[config.mk]
export PLATFORM = sky130hd
export DESIGN_NAME = epoch_seconds_to_calendar
export DESIGN_NICKNAME = d
export VERILOG_FILES = /design/src/hw/rtl/es2c_pkg.sv /design/src/hw/rtl/epoch_seconds_to_calendar.sv
export SDC_FILE = /design/constraint.sdc
export NUM_CORES = 2
export LEC_CHECK = 0
export ABC_AREA = 1
export BUFFER_PORTS_ARGS = -buffer_cell sky130_fd_sc_hd__buf_2
export CORE_MARGIN = 10
export CORE_UTILIZATION = 60
export CTS_CLUSTER_SIZE = 30
export DETAILED_ROUTE_END_ITERATION = 6
export GPL_ROUTABILITY_DRIVEN = 0
export HOLD_SLACK_MARGIN = 0.12
export PLACE_DENSITY = 0.74
export SYNTH_ARGS = -nofsm -noshare
export SYNTH_HDL_FRONTEND = slang
export SYNTH_SLANG_ARGS = --single-unit
[constraint.sdc]
create_clock -name clock -period 54.5 [get_ports clock]
set_clock_uncertainty 0.05 [all_clocks]
set_input_delay 16.35 -clock clock [delete_from_list [all_inputs] [get_ports clock]]
set_output_delay 16.35 -clock clock [all_outputs]
set_load 0.05 [all_outputs]
[src/hw/rtl/es2c_pkg.sv]
package es2c_pkg;

   // reset value of the zone offset register
   localparam logic [15:0] OFFSET_RESET = 16'd3600;

   // reciprocal multipliers, ceil(2^k / c), exact for the operand widths below
   localparam int          K675  = 36;
   localparam logic [26:0] M675  = 27'((64'd1 << K675) / 64'd675 + 64'd1);
   localparam int          K3600 = 29;
   localparam logic [17:0] M3600 = 18'((64'd1 << K3600) / 64'd3600 + 64'd1);
   localparam int          K1460 = 29;
   localparam logic [18:0] M1460 = 19'((64'd1 << K1460) / 64'd1460 + 64'd1);
   localparam int          K60   = 18;
   localparam logic [12:0] M60   = 13'((64'd1 << K60) / 64'd60 + 64'd1);
   localparam int          K365  = 27;
   localparam logic [18:0] M365  = 19'((64'd1 << K365) / 64'd365 + 64'd1);
   localparam int          K100  = 16;
   localparam logic [9:0]  M100  = 10'((64'd1 << K100) / 64'd100 + 64'd1);
   localparam int          K153  = 19;
   localparam logic [11:0] M153  = 12'((64'd1 << K153) / 64'd153 + 64'd1);
   localparam int          K5    = 14;
   localparam logic [11:0] M5    = 12'((64'd1 << K5) / 64'd5 + 64'd1);

   // days from 1600-03-01 to 1970-01-01: one 400-year era less the days from 1970-01-01 to 2000-03-01
   localparam logic [17:0] DAY_SHIFT  = 18'd135080;
   localparam logic [17:0] ERA_DAYS   = 18'd146097;
   localparam logic [11:0] ERA_BASE_0 = 12'd1600;
   localparam logic [11:0] ERA_BASE_1 = 12'd2000;
   localparam int          DEPTH      = 13;

   typedef struct packed {
      logic [32:0] sum;
      logic [25:0] q1;
      logic [6:0]  r1;
      logic [52:0] p2;
      logic [15:0] days;
      logic [16:0] sod;
      logic [17:0] doe;
      logic        era;
      logic [34:0] ph;
      logic [4:0]  hour;
      logic [11:0] remh;
      logic [36:0] t1460;
      logic [24:0] pm;
      logic [17:0] acc;
      logic [5:0]  minute;
      logic [5:0]  second;
      logic [36:0] py;
      logic [8:0]  yoe;
      logic [18:0] p100;
      logic [8:0]  doy;
      logic [22:0] pmp;
      logic [3:0]  mp;
      logic [10:0] n2;
      logic [22:0] p5;
      logic [11:0] year;
      logic [3:0]  month;
      logic [4:0]  dom;
   } stage_type;

endpackage

[src/hw/rtl/epoch_seconds_to_calendar.sv]
// Converts an unsigned 32-bit count of seconds since 1970-01-01 00:00:00 UTC,
// plus the programmed zone offset (csr_wr_en / csr_wr_data, reset 3600 s),
// into a Gregorian year, month, day, hour, minute and second with full
// leap-year rules. The datapath is a 13-stage pipeline built from
// constant-reciprocal multiplies: a transfer can be taken every cycle while
// req_stall is low, and each result passes through all stage registers before
// it is presented. rsp_stall freezes the whole pipeline while the last stage
// holds a result, and req_stall follows it. Write the offset only while the
// pipeline is empty.
module epoch_seconds_to_calendar
   import es2c_pkg::*;
(
   input  logic        clock,
   input  logic        reset,
   input  logic        csr_wr_en,
   input  logic [15:0] csr_wr_data,
   input  logic        req_valid,
   output logic        req_stall,
   input  logic [31:0] req_epoch_seconds,
   output logic        rsp_valid,
   input  logic        rsp_stall,
   output logic [11:0] rsp_year,
   output logic [3:0]  rsp_month,
   output logic [4:0]  rsp_day_of_month,
   output logic [4:0]  rsp_hour,
   output logic [5:0]  rsp_minute,
   output logic [5:0]  rsp_second
);

   logic [15:0] offset_ff;
   logic        adv;
   logic [DEPTH:1] vld_ff, vld_in;
   stage_type   st_ff [DEPTH:1];
   stage_type   st_in [DEPTH:1];

   // pipeline moves as a whole unless the finished result is held
   assign adv       = !(vld_ff[DEPTH] && rsp_stall);
   assign req_stall = !adv;

   always_ff @(posedge clock) begin
      if (reset) begin
         offset_ff <= OFFSET_RESET;
      end else if (csr_wr_en) begin
         offset_ff <= csr_wr_data;
      end
   end

   assign vld_in = {vld_ff[DEPTH-1:1], req_valid};

   always_ff @(posedge clock) begin
      if (reset) begin
         vld_ff <= '0;
      end else if (adv) begin
         vld_ff <= vld_in;
      end
   end

   always_ff @(posedge clock) begin
      if (adv) begin
         st_ff <= st_in;
      end
   end

   always_comb begin
      // stage 1: add zone offset, 33 bits so it never wraps
      st_in[1]     = '0;
      st_in[1].sum = 33'(req_epoch_seconds) + 33'(offset_ff);

      // stage 2: 86400 = 128 * 675, divide the upper part by 675
      st_in[2]    = st_ff[1];
      st_in[2].q1 = st_ff[1].sum[32:7];
      st_in[2].r1 = st_ff[1].sum[6:0];
      st_in[2].p2 = 53'(st_ff[1].sum[32:7]) * 53'(M675);

      // stage 3: day count and second of day
      st_in[3]      = st_ff[2];
      st_in[3].days = st_ff[2].p2[K675 +: 16];
      st_in[3].sod  = {10'(st_ff[2].q1 - 26'(st_ff[2].p2[K675 +: 16]) * 26'd675),
                       st_ff[2].r1};

      // stage 4: hour estimate; shift day count into 400-year eras
      st_in[4]    = st_ff[3];
      st_in[4].ph = 35'(st_ff[3].sod) * 35'(M3600);
      st_in[4].doe = 18'(st_ff[3].days) + DAY_SHIFT;
      st_in[4].era = 1'b0;
      if (st_in[4].doe >= ERA_DAYS) begin
         st_in[4].doe = st_in[4].doe - ERA_DAYS;
         st_in[4].era = 1'b1;
      end

      // stage 5: hour, second of hour; day of era / 1460
      st_in[5]       = st_ff[4];
      st_in[5].hour  = st_ff[4].ph[K3600 +: 5];
      st_in[5].remh  = 12'(st_ff[4].sod - 17'(st_ff[4].ph[K3600 +: 5]) * 17'd3600);
      st_in[5].t1460 = 37'(st_ff[4].doe) * 37'(M1460);

      // stage 6: minute estimate; remove leap days to get a 365-day count
      st_in[6]     = st_ff[5];
      st_in[6].pm  = 25'(st_ff[5].remh) * 25'(M60);
      st_in[6].acc = st_ff[5].doe - 18'(st_ff[5].t1460[K1460 +: 7]);
      if (st_ff[5].doe >= 18'd146096) begin
         st_in[6].acc = st_in[6].acc + 18'd4 - 18'd1;
      end else if (st_ff[5].doe >= 18'd109572) begin
         st_in[6].acc = st_in[6].acc + 18'd3;
      end else if (st_ff[5].doe >= 18'd73048) begin
         st_in[6].acc = st_in[6].acc + 18'd2;
      end else if (st_ff[5].doe >= 18'd36524) begin
         st_in[6].acc = st_in[6].acc + 18'd1;
      end

      // stage 7: minute and second; year of era estimate
      st_in[7]        = st_ff[6];
      st_in[7].minute = st_ff[6].pm[K60 +: 6];
      st_in[7].second = 6'(st_ff[6].remh - 12'(st_ff[6].pm[K60 +: 6]) * 12'd60);
      st_in[7].py     = 37'(st_ff[6].acc) * 37'(M365);

      // stage 8: year of era, centuries
      st_in[8]      = st_ff[7];
      st_in[8].yoe  = st_ff[7].py[K365 +: 9];
      st_in[8].p100 = 19'(st_ff[7].py[K365 +: 9]) * 19'(M100);

      // stage 9: day of March-based year
      st_in[9]     = st_ff[8];
      st_in[9].doy = 9'(st_ff[8].doe - (18'(st_ff[8].yoe) * 18'd365
                     + 18'(st_ff[8].yoe[8:2]) - 18'(st_ff[8].p100[K100 +: 3])));

      // stage 10: March-based month estimate
      st_in[10]     = st_ff[9];
      st_in[10].pmp = 23'(11'(st_ff[9].doy) * 11'd5 + 11'd2) * 23'(M153);

      // stage 11: March-based month, its first day times 5
      st_in[11]    = st_ff[10];
      st_in[11].mp = st_ff[10].pmp[K153 +: 4];
      st_in[11].n2 = 11'(st_ff[10].pmp[K153 +: 4]) * 11'd153 + 11'd2;

      // stage 12: first day of month within March-based year
      st_in[12]    = st_ff[11];
      st_in[12].p5 = 23'(st_ff[11].n2) * 23'(M5);

      // stage 13: calendar fields, January and February belong to next year
      st_in[13]     = st_ff[12];
      st_in[13].dom = 5'(st_ff[12].doy - st_ff[12].p5[K5 +: 9] + 9'd1);
      if (st_ff[12].mp < 4'd10) begin
         st_in[13].month = st_ff[12].mp + 4'd3;
      end else begin
         st_in[13].month = st_ff[12].mp - 4'd9;
      end
      st_in[13].year = (st_ff[12].era ? ERA_BASE_1 : ERA_BASE_0) + 12'(st_ff[12].yoe)
                       + ((st_ff[12].mp >= 4'd10) ? 12'd1 : 12'd0);
   end

   assign rsp_valid        = vld_ff[DEPTH];
   assign rsp_year         = st_ff[DEPTH].year;
   assign rsp_month        = st_ff[DEPTH].month;
   assign rsp_day_of_month = st_ff[DEPTH].dom;
   assign rsp_hour         = st_ff[DEPTH].hour;
   assign rsp_minute       = st_ff[DEPTH].minute;
   assign rsp_second       = st_ff[DEPTH].second;

endmodule

==> qor.yml <==
outcome: "finished clean"
period_minus_slack_ns: 34.07
slowest_delay_ns: 0.49
worstPathMaxFanout: 51
io_buffers: 92
antenna_found_initial: 0
die_h_um: 325
clock_latency_ns: 0.68
end_kind: "output port"
post_drt_wl_per_cell_um: 16.3
clockBufferDepth: 3
maxCapViolations: 0
tightest_slew_ns: 0.996
drive_above_1_share_pct: 3.97
initial_utilization_pct: 60.7
critPathMostFrequentCell: "buf_2"
cp_top_family: "buffers and inverters"
synth_top_area_share_pct: 26.7
setup_viol: 0
ys_warn_count: 0
finalCritPeriodShare_pct: 62.5
crit_chain: "buf_2, nand2_4, inv_1, buf_2"
arrival_ns: 17.67
grt-ovfl-total: 0
final_common_cell: "inv_1"
first_global_vias: 38100
cp_num_buf_inv: 3
synth-simple-area-share_pct: 8.04
core-area_sq_um: 91900
synth_xor_area_share_pct: 3.54
hold_path.class: "flip-flop to flip-flop"
io_pins: 93
synthFlopType: "edfxtp_1"
drv_slew: 0
max_slew_margin_pct: 33.6
h-tree-depth: 2
grt_pass1_wl_mm: 186
root_buffer: "clkbuf_16"
cts_tree: "built"
postCtsSetupBuffers: 0
async_flop_share_pct: 0
drcViolationCount: 0
synth_cells: 5385
cts.clk_slew.worst_paths_ns: 0.06
synth_enable_flop_cells: 496
clock.fmax_mhz: 29.3
dr_total_vias: 36000
syn_area_per_cell_sq_um: 10.4
worstSetupStartpointType: "input pin"
synth-adder-area-share_pct: 46.0
required_ns: 38.10
drt_iter0_markers: 2010
hold_buffers: 0
dpl.hpwl_mm: 90.6
rsz0062_at_grt: "no"
dr.pass1.iters: 6
diodes: 0
grt_max_degree: 177
synth_cell_types: 52
dieArea_sq_um: 106000
synth_top_family_by_area: "adder cells"
via_per_inst: 5.30
cts_buffers: 57
netlist_area_sq_um: 55800
synth_top_cell_by_area: "edfxtp_1"
final_cell_mix: "inv_1, ha_1, fa_1, nand2_1, edfxtp_1"
synth.area.top_cells: "edfxtp_1, ha_1, fa_1"
die_w_um: 325
synth_seq_cells: 525
worst-setup-path-type: "input pin to output port"
groute.usage.overall_pct: 21.3
hold_violations: 0
wirelength_mm: 111
ys_seq_area_share_pct: 27.7
synth.area.mux_share_pct: 0
area_growth_pct: 6.65
antenna_left: 0
final_nets: 7248
synth_nets: 7139
synth_compound_area_share_pct: 5.58
clock_sinks: 525
setup_tns_ns: 0
fp-row-count: 111
cts_resized: 0
crit_slowest_cell: "nand2_4"
sequential cells by signal, indices dropped and copies added (netlist names):
signal / cells
st_ff: 458
rsp_month: 4
offset_ff: 16
vld_ff: 13
rsp_second: 6
rsp_minute: 6
rsp_day_of_month: 5
rsp_year: 12
rsp_hour: 5
path summary, 6_finish.rpt:
| kind | start | to | slack [ns] | depth (start not counted) |
|---|---|---|---|---|
| max | rsp_stall | req_stall | 20.43 | 4 |
| min | st_ff[4821] | st_ff[5292] | 0.33 | 0 |
| max reg2reg | st_ff[3851] | st_ff[4320] | 47.92 | 22 |
| min reg2reg | st_ff[4821] | st_ff[5292] | 0.33 | 0 |
logic make-up after synthesis:
family / Yosys count
xor gates and xnor gates: 221
buffers and inverters: 1307
DFF: 525
and+or+nand+nor: 1081
AOI/OAI and AO/OA: 550
adders and majority gates: 1701
per-layer routing:
| layer | global-route usage [%] | up-vias | part of all wire [%] |
|---|---|---|---|
| met4 | 5.98 | 0 | 2.8 |
| met1 | 27.3 | 17400 | 43 |
| met2 | 37.6 | 739 | 50 |
| met5 | 0 | - | 0 |
| met3 | 2.91 | 197 | 4.2 |
| li1 | - | 17600 | - |
synthesized netlist by cell type (7+ instances only):
cell	instances
nor4_1	13
o21bai_1	24
a31oi_1	21
o21ai_0	154
nand4_1	33
edfxtp_1	496
buf_4	38
a21boi_0	7
a21o_1	32
nand3b_1	9
dfxtp_1	29
nand3_1	111
o211ai_1	8
nor2_1	278
o21a_1	17
xor2_1	144
nor3_1	41
nand2_1	568
a211oi_1	7
fa_1	586
ha_1	1115
o21ai_1	9
inv_1	1257
a21oi_1	244
xnor2_1	72
worst reg2reg max path: cells and delay by family (launching register included):
kind            cells  cell delay (ns)
fa+ha+maj           8             3.18
compound gates      8             1.63
flops               1             0.58
xor+xnor            2             0.58
simple gates        2             0.24
buf+inv             2             0.11
stage by stage:
step | setup slack, ns | std cells | instance area, sq um | util, % | hold WS (ns)
2_1_floorplan | 20.90 | 5385 | 55800 | - | 0.350
3_3_place_gp | 20.44 | 6678 | 57500 | 62.6 | 0.350
3_5_place_dp | 20.41 | 6678 | 57500 | 62.6 | 0.355
4_1_cts | 20.40 | 6785 | 59500 | 64.7 | 0.324
5_1_grt | 20.29 | 6785 | 59500 | 64.7 | 0.341
6_report | 20.43 | 6785 | 59500 | 64.7 | 0.332
area by class of cell:
| class | count | area, sq um |
|---|---|---|
| multi-input combinational | 3553 | 35300 |
| clock buffer | 62 | 1450 |
| tap | 1243 | 1560 |
| fill | 7230 | 32400 |
| inverter | 1259 | 4730 |
| timing repair buffer | 98 | 518 |
| clock inverter | 45 | 527 |
| sequential | 525 | 15500 |
Power is not shown: default switching activity piles up to over one toggle a cycle in this logic, so the estimate is an artifact.
